`src/hdl/ccma_pkg.sv`:
```
package ccma_pkg;

   localparam int MAX_POINTS = 32;
   localparam int MAX_HALF_WINDOW = 15;
   localparam int ADDR_W = $clog2(MAX_POINTS);
   localparam int CNT_W = $clog2(MAX_POINTS + 1);
   localparam int COORD_W = 16;
   localparam int HW_W = 4;
   localparam int DIV_W = HW_W + 1;
   // A window of up to 31 terms of 16-bit signed values needs 21 bits.
   localparam int SUM_W = COORD_W + DIV_W;
   // Magnitude of the sum plus half the divisor still fits below 2^20.
   localparam int DIVIDEND_W = SUM_W - 1;
   localparam int STEP_W = $clog2(DIVIDEND_W);
   localparam int PAIR_W = 2 * COORD_W;

   typedef struct packed {
      logic signed [COORD_W-1:0] coord_x;
      logic signed [COORD_W-1:0] coord_y;
      logic                      last_point;
   } req_type;

   typedef struct packed {
      logic signed [COORD_W-1:0] smooth_x;
      logic signed [COORD_W-1:0] smooth_y;
      logic                      end_of_contour;
      logic                      overflow;
   } rsp_type;

endpackage

```
`src/hdl/ccma_ram.sv`:
```
module ccma_ram #(
   parameter int WIDTH = 32,
   parameter int DEPTH = 32
) (
   input  logic                     clock,
   input  logic                     wr_en,
   input  logic [$clog2(DEPTH)-1:0] wr_addr,
   input  logic [WIDTH-1:0]         wr_data,
   input  logic [$clog2(DEPTH)-1:0] rd_addr,
   output logic [WIDTH-1:0]         rd_data
);

   logic [WIDTH-1:0] mem_ff [DEPTH];
   logic [WIDTH-1:0] rd_data_ff;

   always_ff @(posedge clock) begin
      if (wr_en) begin
         mem_ff[wr_addr] <= wr_data;
      end
      rd_data_ff <= mem_ff[rd_addr];
   end

   assign rd_data = rd_data_ff;

endmodule

```
`src/hdl/ccma_div.sv`:
```
module ccma_div import ccma_pkg::*; (
   input  logic                  clock,
   input  logic                  reset,
   input  logic                  start,
   input  logic [DIV_W-1:0]      divisor,
   input  logic [DIVIDEND_W-1:0] dividend_x,
   input  logic [DIVIDEND_W-1:0] dividend_y,
   output logic                  done,
   output logic [DIVIDEND_W-1:0] quot_x,
   output logic [DIVIDEND_W-1:0] quot_y
);

   // Restoring division, one quotient bit per cycle for both lanes.
   logic                  run_ff, run_in;
   logic                  done_ff, done_in;
   logic [STEP_W-1:0]     step_ff, step_in;
   logic [DIV_W-1:0]      div_ff, div_in;
   logic [DIVIDEND_W-1:0] qx_ff, qx_in, qy_ff, qy_in;
   logic [DIV_W-1:0]      rx_ff, rx_in, ry_ff, ry_in;
   logic [DIV_W:0]        trial_x, trial_y;
   logic                  ge_x, ge_y;

   always_comb begin
      trial_x = {rx_ff, qx_ff[DIVIDEND_W-1]};
      trial_y = {ry_ff, qy_ff[DIVIDEND_W-1]};
      ge_x = trial_x >= {1'b0, div_ff};
      ge_y = trial_y >= {1'b0, div_ff};
      run_in = run_ff;
      done_in = 1'b0;
      step_in = step_ff;
      div_in = div_ff;
      qx_in = qx_ff;
      qy_in = qy_ff;
      rx_in = rx_ff;
      ry_in = ry_ff;
      if (start) begin
         run_in = 1'b1;
         step_in = '0;
         div_in = divisor;
         qx_in = dividend_x;
         qy_in = dividend_y;
         rx_in = '0;
         ry_in = '0;
      end else if (run_ff) begin
         rx_in = ge_x ? DIV_W'(trial_x - {1'b0, div_ff}) : trial_x[DIV_W-1:0];
         ry_in = ge_y ? DIV_W'(trial_y - {1'b0, div_ff}) : trial_y[DIV_W-1:0];
         qx_in = {qx_ff[DIVIDEND_W-2:0], ge_x};
         qy_in = {qy_ff[DIVIDEND_W-2:0], ge_y};
         step_in = step_ff + STEP_W'(1);
         if (step_ff == STEP_W'(DIVIDEND_W - 1)) begin
            run_in = 1'b0;
            done_in = 1'b1;
         end
      end
   end

   always_ff @(posedge clock) begin
      if (reset) begin
         run_ff <= 1'b0;
         done_ff <= 1'b0;
      end else begin
         run_ff <= run_in;
         done_ff <= done_in;
      end
      step_ff <= step_in;
      div_ff <= div_in;
      qx_ff <= qx_in;
      qy_ff <= qy_in;
      rx_ff <= rx_in;
      ry_ff <= ry_in;
   end

   assign done = done_ff;
   assign quot_x = qx_ff;
   assign quot_y = qy_ff;

endmodule

```
`src/hdl/closed_contour_moving_average_unit.sv`:
```
// Closed contour moving average unit. Points of one contour are loaded one
// transfer per cycle through start/busy; each is taken in a single cycle, and
// up to 32 points are held. The point flagged last_point starts the output:
// every held point is replaced by the rounded mean of the 2h+1 points centered
// on it (h from the half_window register, indices wrapping around the
// contour), then the first smoothed point is sent again with end_of_contour
// set. Points beyond 32 are dropped and every result of that contour carries
// overflow. Results appear on rsp_data for exactly one cycle, marked by
// rsp_valid, and cannot be stalled: the receiver must take every transfer.
// After the last point is accepted the unit stays busy while it smooths the
// contour: the single read port of the point memory takes one window term per
// cycle, and the shared divider produces one quotient bit per cycle for each
// point. half_window may be written whenever busy is low; it resets to 1.
module closed_contour_moving_average_unit import ccma_pkg::*; (
   input  logic            clock,
   input  logic            reset,
   input  logic            start,
   output logic            busy,
   input  req_type         req_data,
   output logic            rsp_valid,
   output rsp_type         rsp_data,
   input  logic            csr_valid,
   output logic            csr_ready,
   input  logic [HW_W-1:0] csr_data
);

   typedef enum logic [2:0] {
      ST_IDLE,
      ST_ALIGN,
      ST_ACC,
      ST_LAST,
      ST_SETUP,
      ST_DIV,
      ST_CLOSE
   } state_type;

   state_type                 state_ff, state_in;
   logic [CNT_W-1:0]          count_ff, count_in;
   logic                      dropped_ff, dropped_in;
   logic [HW_W-1:0]           hw_ff, hw_in;
   logic [HW_W-1:0]           align_ff, align_in;
   logic [ADDR_W-1:0]         base_ff, base_in;
   logic [ADDR_W-1:0]         rd_ptr_ff, rd_ptr_in;
   logic [DIV_W-1:0]          issue_ff, issue_in;
   logic [CNT_W-1:0]          point_ff, point_in;
   logic signed [SUM_W-1:0]   sum_x_ff, sum_x_in, sum_y_ff, sum_y_in;
   logic                      neg_x_ff, neg_x_in, neg_y_ff, neg_y_in;
   logic [COORD_W-1:0]        first_x_ff, first_x_in, first_y_ff, first_y_in;
   logic                      rsp_valid_ff, rsp_valid_in;
   rsp_type                   rsp_ff, rsp_in;

   logic [CNT_W-1:0]          last_idx;
   logic [ADDR_W-1:0]         base_inc, base_dec, rd_inc;
   logic [DIV_W-1:0]          divisor;
   logic                      wr_en;
   logic [PAIR_W-1:0]         rd_data;
   logic signed [SUM_W-1:0]   term_x, term_y;
   logic signed [SUM_W-1:0]   mag_x, mag_y;
   logic                      div_start, div_done;
   logic [DIVIDEND_W-1:0]     dividend_x, dividend_y, quot_x, quot_y;
   logic [COORD_W-1:0]        mean_x, mean_y;

   // The divisor is the window size 2h+1, and half of it rounded down is h.
   assign divisor = {hw_ff, 1'b1};
   assign last_idx = count_ff - CNT_W'(1);

   // Pointer steps that wrap around the contour of count_ff points.
   assign base_inc = ({1'b0, base_ff} == last_idx) ? '0 : base_ff + ADDR_W'(1);
   assign base_dec = (base_ff == '0) ? last_idx[ADDR_W-1:0] : base_ff - ADDR_W'(1);
   assign rd_inc = ({1'b0, rd_ptr_ff} == last_idx) ? '0 : rd_ptr_ff + ADDR_W'(1);

   assign wr_en = (state_ff == ST_IDLE) && start && (count_ff < CNT_W'(MAX_POINTS));

   ccma_ram #(
      .WIDTH(PAIR_W),
      .DEPTH(MAX_POINTS)
   ) u_points (
      .clock  (clock),
      .wr_en  (wr_en),
      .wr_addr(count_ff[ADDR_W-1:0]),
      .wr_data({req_data.coord_x, req_data.coord_y}),
      .rd_addr(rd_ptr_ff),
      .rd_data(rd_data)
   );

   assign term_x = {{(SUM_W-COORD_W){rd_data[PAIR_W-1]}}, rd_data[PAIR_W-1:COORD_W]};
   assign term_y = {{(SUM_W-COORD_W){rd_data[COORD_W-1]}}, rd_data[COORD_W-1:0]};

   // Round half away from zero: divide |sum| + h by 2h+1 and restore the sign.
   assign mag_x = sum_x_ff[SUM_W-1] ? -sum_x_ff : sum_x_ff;
   assign mag_y = sum_y_ff[SUM_W-1] ? -sum_y_ff : sum_y_ff;
   assign dividend_x = mag_x[DIVIDEND_W-1:0] + DIVIDEND_W'(hw_ff);
   assign dividend_y = mag_y[DIVIDEND_W-1:0] + DIVIDEND_W'(hw_ff);
   assign div_start = (state_ff == ST_SETUP);

   ccma_div u_div (
      .clock     (clock),
      .reset     (reset),
      .start     (div_start),
      .divisor   (divisor),
      .dividend_x(dividend_x),
      .dividend_y(dividend_y),
      .done      (div_done),
      .quot_x    (quot_x),
      .quot_y    (quot_y)
   );

   assign mean_x = neg_x_ff ? -quot_x[COORD_W-1:0] : quot_x[COORD_W-1:0];
   assign mean_y = neg_y_ff ? -quot_y[COORD_W-1:0] : quot_y[COORD_W-1:0];

   always_comb begin
      state_in = state_ff;
      count_in = count_ff;
      dropped_in = dropped_ff;
      hw_in = hw_ff;
      align_in = align_ff;
      base_in = base_ff;
      rd_ptr_in = rd_ptr_ff;
      issue_in = issue_ff;
      point_in = point_ff;
      sum_x_in = sum_x_ff;
      sum_y_in = sum_y_ff;
      neg_x_in = neg_x_ff;
      neg_y_in = neg_y_ff;
      first_x_in = first_x_ff;
      first_y_in = first_y_ff;
      rsp_valid_in = 1'b0;
      rsp_in = rsp_ff;

      if (csr_valid && csr_ready) begin
         hw_in = csr_data;
      end

      case (state_ff)
         ST_IDLE: begin
            // One point per transfer; a point past capacity is not stored and marks overflow.
            if (start) begin
               if (count_ff < CNT_W'(MAX_POINTS)) begin
                  count_in = count_ff + CNT_W'(1);
               end else begin
                  dropped_in = 1'b1;
               end
               if (req_data.last_point) begin
                  state_in = ST_ALIGN;
                  base_in = '0;
                  // A register write in this same cycle already applies to
                  // this contour, so the window start follows the new value.
                  align_in = hw_in;
                  point_in = '0;
               end
            end
         end
         ST_ALIGN: begin
            // Walk the window start back h places from point zero, wrapping.
            if (align_ff == '0) begin
               state_in = ST_ACC;
               rd_ptr_in = base_ff;
               issue_in = '0;
               sum_x_in = '0;
               sum_y_in = '0;
            end else begin
               base_in = base_dec;
               align_in = align_ff - HW_W'(1);
            end
         end
         ST_ACC: begin
            // One read issued per cycle; data of the previous read is summed.
            if (issue_ff != '0) begin
               sum_x_in = sum_x_ff + term_x;
               sum_y_in = sum_y_ff + term_y;
            end
            rd_ptr_in = rd_inc;
            issue_in = issue_ff + DIV_W'(1);
            if (issue_ff == DIV_W'(divisor - DIV_W'(1))) begin
               state_in = ST_LAST;
            end
         end
         ST_LAST: begin
            sum_x_in = sum_x_ff + term_x;
            sum_y_in = sum_y_ff + term_y;
            state_in = ST_SETUP;
         end
         ST_SETUP: begin
            neg_x_in = sum_x_ff[SUM_W-1];
            neg_y_in = sum_y_ff[SUM_W-1];
            state_in = ST_DIV;
         end
         ST_DIV: begin
            if (div_done) begin
               rsp_valid_in = 1'b1;
               rsp_in.smooth_x = mean_x;
               rsp_in.smooth_y = mean_y;
               rsp_in.end_of_contour = 1'b0;
               rsp_in.overflow = dropped_ff;
               if (point_ff == '0) begin
                  first_x_in = mean_x;
                  first_y_in = mean_y;
               end
               if (point_ff == last_idx) begin
                  state_in = ST_CLOSE;
               end else begin
                  state_in = ST_ACC;
                  point_in = point_ff + CNT_W'(1);
                  base_in = base_inc;
                  rd_ptr_in = base_inc;
                  issue_in = '0;
                  sum_x_in = '0;
                  sum_y_in = '0;
               end
            end
         end
         ST_CLOSE: begin
            // Repeat the first smoothed point to close the contour.
            rsp_valid_in = 1'b1;
            rsp_in.smooth_x = first_x_ff;
            rsp_in.smooth_y = first_y_ff;
            rsp_in.end_of_contour = 1'b1;
            rsp_in.overflow = dropped_ff;
            count_in = '0;
            dropped_in = 1'b0;
            state_in = ST_IDLE;
         end
         default: begin
            state_in = ST_IDLE;
         end
      endcase
   end

   always_ff @(posedge clock) begin
      if (reset) begin
         state_ff <= ST_IDLE;
         count_ff <= '0;
         dropped_ff <= 1'b0;
         hw_ff <= HW_W'(1);
         rsp_valid_ff <= 1'b0;
      end else begin
         state_ff <= state_in;
         count_ff <= count_in;
         dropped_ff <= dropped_in;
         hw_ff <= hw_in;
         rsp_valid_ff <= rsp_valid_in;
      end
      align_ff <= align_in;
      base_ff <= base_in;
      rd_ptr_ff <= rd_ptr_in;
      issue_ff <= issue_in;
      point_ff <= point_in;
      sum_x_ff <= sum_x_in;
      sum_y_ff <= sum_y_in;
      neg_x_ff <= neg_x_in;
      neg_y_ff <= neg_y_in;
      first_x_ff <= first_x_in;
      first_y_ff <= first_y_in;
      rsp_ff <= rsp_in;
   end

   assign busy = (state_ff != ST_IDLE);
   assign csr_ready = (state_ff == ST_IDLE);
   assign rsp_valid = rsp_valid_ff;
   assign rsp_data = rsp_ff;

endmodule

```
`config.mk`:
```
export PLATFORM = sky130hd
export DESIGN_NAME = closed_contour_moving_average_unit
export DESIGN_NICKNAME = d
export VERILOG_FILES = /design/src/hdl/ccma_pkg.sv /design/src/hdl/ccma_ram.sv /design/src/hdl/ccma_div.sv /design/src/hdl/closed_contour_moving_average_unit.sv
export SDC_FILE = /design/constraint.sdc
export NUM_CORES = 2
export LEC_CHECK = 0
export ABC_AREA = 1
export BUFFER_PORTS_ARGS = -buffer_cell sky130_fd_sc_hd__buf_4
export CAP_MARGIN = 20
export CORE_ASPECT_RATIO = 0.9
export CORE_MARGIN = 8
export CORE_UTILIZATION = 57
export CTS_CLUSTER_DIAMETER = 120
export DETAILED_ROUTE_END_ITERATION = 7
export GPL_TIMING_DRIVEN = 0
export HOLD_SLACK_MARGIN = 0.15
export PLACE_DENSITY_LB_ADDON = 0.05
export SETUP_SLACK_MARGIN = 0.2
export SLEW_MARGIN = 0
export SYNTH_ARGS = -nofsm -noshare
export SYNTH_HDL_FRONTEND = slang
export SYNTH_HIERARCHICAL = 1
export SYNTH_SLANG_ARGS = --single-unit
```
`constraint.sdc`:
```
create_clock -name clock -period 4.79 [get_ports clock]
set_clock_uncertainty 0.15 [all_clocks]
set_input_delay 1.437 -clock clock [delete_from_list [all_inputs] [get_ports clock]]
set_output_delay 1.437 -clock clock [all_outputs]
set_load 0.005 [all_outputs]
```
==> run_results.csv <==
group,metric,value,unit
run_status,result_of_the_run,"finished, final reports clean",
timing,period_needed,3.80,ns
yosys,synth-edff-count,1204,
pwr,peakVddDrop,0.374,mV
timing,fin_crit_sh,79.4,%
critical_path,worst_ep_required_time,5.10,ns
global_route,grt_pass1_vias,38840,
hold_path,min_path_type,"reg -> reg",
place,placement.io_buffers,77,
place,detailedPlacementHpwl,116000,um
critical_path,most_used_cell_cp,"nand2_1",
floorplanning,die_width,350,um
clocking,worst_skew_pair.late_latency,0.74,ns
floorplanning,fp-row-count,110,
drt,routed_wl,170000,um
drt,drc,0,
yosys,synth-async-reset-ratio,0,%
critical_path,cell_count_along_the_critical_path,16,
timing,setup-violations-final,0,
floorplanning,core-area,0.0998,mm2
yosys,synth_nets,5548,
critical_path,worstPathArrival,4.11,ns
critical_path,cell_family_contributing_the_most_delay_on_the_critical_path,"compound AO/OA/AOI/OAI gates",
cells_and_area,instances_no_fill,7123,
drt,first_pass_iters,8,
clocking,tritoncts_clock_tree,"done",
drt,dr_wl_met3,16400,um
drt,antenna_violating_nets_post_route,0,
global_route,grt_antenna_before_repair,7,
cells_and_area,drive_above_1_share,11.0,%
yosys,ys_top_cells_by_area,"edfxtp_1, nand2_1, nand3_1, dfxtp_1, ha_1",
yosys,muxShareOfSynthArea,0.0875,%
clocking,postCtsResizedCells,0,
clocking,clkTransAtPathRegs,0.06,ns
clocking,clock-root-buffer,"clkbuf_16",
yosys,synth_flop_cell,"edfxtp_1",
clocking,postCtsHoldBufs,0,
clocking,cts_max_level,4,
flow_run,timing.max_cap.violations,0,
clocking,ctsLongestPathBuffers,3,
timing,finalHoldViolations,0,
yosys,synth.ff_latch_count,1268,
clocking,tritoncts.num_buffers,132,
hold_path,number_of_cells_on_the_worst_hold_path,0,
floorplanning,chipHeight,316,um
drt,highest_layer,"met5",
cells_and_area,final.fill_count,7840,
yosys,synth_compound_area_share,2.45,%
yosys,synth.yosys.seq_area_share,65.5,%
critical_path,r2r.worst_path.cells,16,
timing,timing.slew.headroom,20.7,%
critical_path,crit_chain,"buf_2 > buf_4 > buf_2 > o21ai_0 > fa_1 > a31oi_1 > a21oi_1 > nand3_1 > nor2_4 > nand3_2 > nor2_4 > nand3_1 > nand2_1 > nand2_1 > nand2_1 > nand2_1",
critical_path,worstSetupStartpointType,"flop",
floorplanning,design.portCount,78,
timing,post_route_worst_setup_slack,0.986,ns
timing,setup_tns,0,ns
drt,dr_wl_met2,77600,um
critical_path,endpoint_kind,"flop",
yosys,synthXorXnorAreaFrac,1.39,%
critical_path,critical_path.slowest_cell,"o21ai_0",
yosys,synth_most_common_cell,"nand2_1",
critical_path,cp_slowest_stage_delay,0.62,ns
yosys,synth_top_family_by_area,"simple AND/OR/NAND/NOR gates",
yosys,synth_top_cells_by_count,"nand2_1, edfxtp_1, nand3_1",
clocking,tritoncts_sinks,1268,
yosys,synthCells,5427,
global_route,grt_usage,30.1,%
global_route,grt_max_degree,42,
yosys,synthesis.yosys.warnings,6,
cells_and_area,finish.net_count,5796,
drt,viasPerCell,5.78,
yosys,share_of_the_synthesized_area_in_the_top_cell_type,63.2,%
critical_path,cp_max_fo,10,
pwr,powerDensity,647,mW/mm2
timing,max_freq,263,MHz
floorplanning,dieArea,0.111,mm2
timing,slew_viol_final,0,
drt,detail_route.wl_per_cell,23.8,um
pwr,power.static_leakage,25.1,nW
yosys,synth_fa_ha_area_share,1.83,%
place,worst_slack_at_placement,0.451,ns
cells_and_area,multi_input_comb_area,0.0174,mm2
yosys,count_of_different_cell_masters_after_synthesis,55,
critical_path,critPathKind,"reg -> reg",
global_route,grt_pass1_wl,246000,um
yosys,synth-simple-area-share,24.1,%
drt,wl_met1,67700,um
place,cell_count_after_placement,6885,
critical_path,worst-r2r-setup-slack,0.99,ns
place,routabilityCongestion,0.938,
drt,vias,41167,
critical_path,timing.critical_path.buf_inv,3,
cells_and_area,area_growth_syn_to_layout,13.1,%
global_route,grt_remaining_overflow,0,
cells_and_area,ff_latch_area,0.0374,mm2
yosys,synthDominantAreaCellType,"edfxtp_1",
timing,tightest_slew,1.19,ns
clocking,post_cts_setup_driven_buffer_insertion_count,0,
drt,drt_first_iter_violations,4702,
yosys,synthesis.area_per_instance,10.5,um2
timing,rsz0062_at_grt,"no",
yosys,summed_instance_area_of_the_synthesized_netlist,0.0572,mm2
floorplanning,effective_utilization_at_floorplan,57.3,%
[logic make-up (layout without fill, tap and decap cells)]
kind of cell,count (synthesis),count (layout)
and+or+nand+nor,3222,3222
DFF,1268,1268
buffers and inverters,503,850
AOI/OAI and AO/OA,259,259
xor gates and xnor gates,89,89
adders and majority gates,80,80
muxes,5,5
other,1,6
[where the power goes]
| part | leakage (nW) | internal (W) | total (W) | switching [W] |
|---|---|---|---|---|
| clock | 2.04 | 0.00572 | 0.00991 | 0.00419 |
| sequential | 11.4 | 0.0134 | 0.0142 | 0.000758 |
| combinational | 11.6 | 0.00517 | 0.0178 | 0.0126 |
[final timing paths]
kind | from | endpoint
worst min-delay path | dropped_ff | rsp_data[0]
worst max-delay path | sum_y_ff[20] | u_div/quot_y[18]
worst max register to register | sum_y_ff[20] | u_div/quot_y[18]
worst min register to register | dropped_ff | rsp_data[0]
[flip-flops by register name, indices dropped and copies added (netlist names), 6 cells and up]
register and cells:
u_div/quot_x 20, u_div/quot_y 20, rsp_data 34, u_points/rd_data 32, count_ff 6, first_y_ff 16
sum_x_ff 21, sum_y_ff 21, point_ff 6, u_points/mem_ff 1024, first_x_ff 16
[cell usage in the layout (no fill, tap or decap), types with 21 or more instances in the layout]
cell          n
nand2_1    1980
edfxtp_1   1204
nand3_1     894
inv_1       230
nor2_1      162
clkbuf_16   137
a21oi_1     109
buf_4       103
buf_2        99
o21ai_0      90
ha_1         74
buf_6        68
xor2_1       65
clkbuf_1     64
dfxtp_1      64
nor2_4       47
nor3_1       27
buf_12       24
clkinv_2     23
xnor2_1      22
clkinv_1     22
inv_2        21
[routing by layer]
metal / global-route usage [%] / up-vias
met5: 0 / -
met4: 13.2 / 2
met3: 6.23 / 394
met2: 48.6 / 2025
met1: 39.6 / 19602
li1: - / 19144
[through the flow]
step	hold WS [ns]	util [%]	total power [W]	cell area (um2)
after floorplan	0.258	-	0.0254	57200
after global placement	0.285	59.6	0.0314	59500
after detailed placement	0.286	60.6	0.0317	60500
after CTS	0.301	64.8	0.0416	64700
after global routing	0.310	64.8	0.0439	64700
final	0.295	64.8	0.0419	64700
[area by class of cell]
cell class	count	share of cell area, %
Sequential cell	1268	57.9
Antenna cell	5	0.0193
Clock inverter	62	0.780
Clock buffer	171	5.62
Timing Repair Buffer	114	2.15
Buffer	251	2.63
Tap cell	1344	2.60
Inverter	252	1.47
Multi-Input combinational cell	3656	26.8
(Power assumes the default switching activity.)
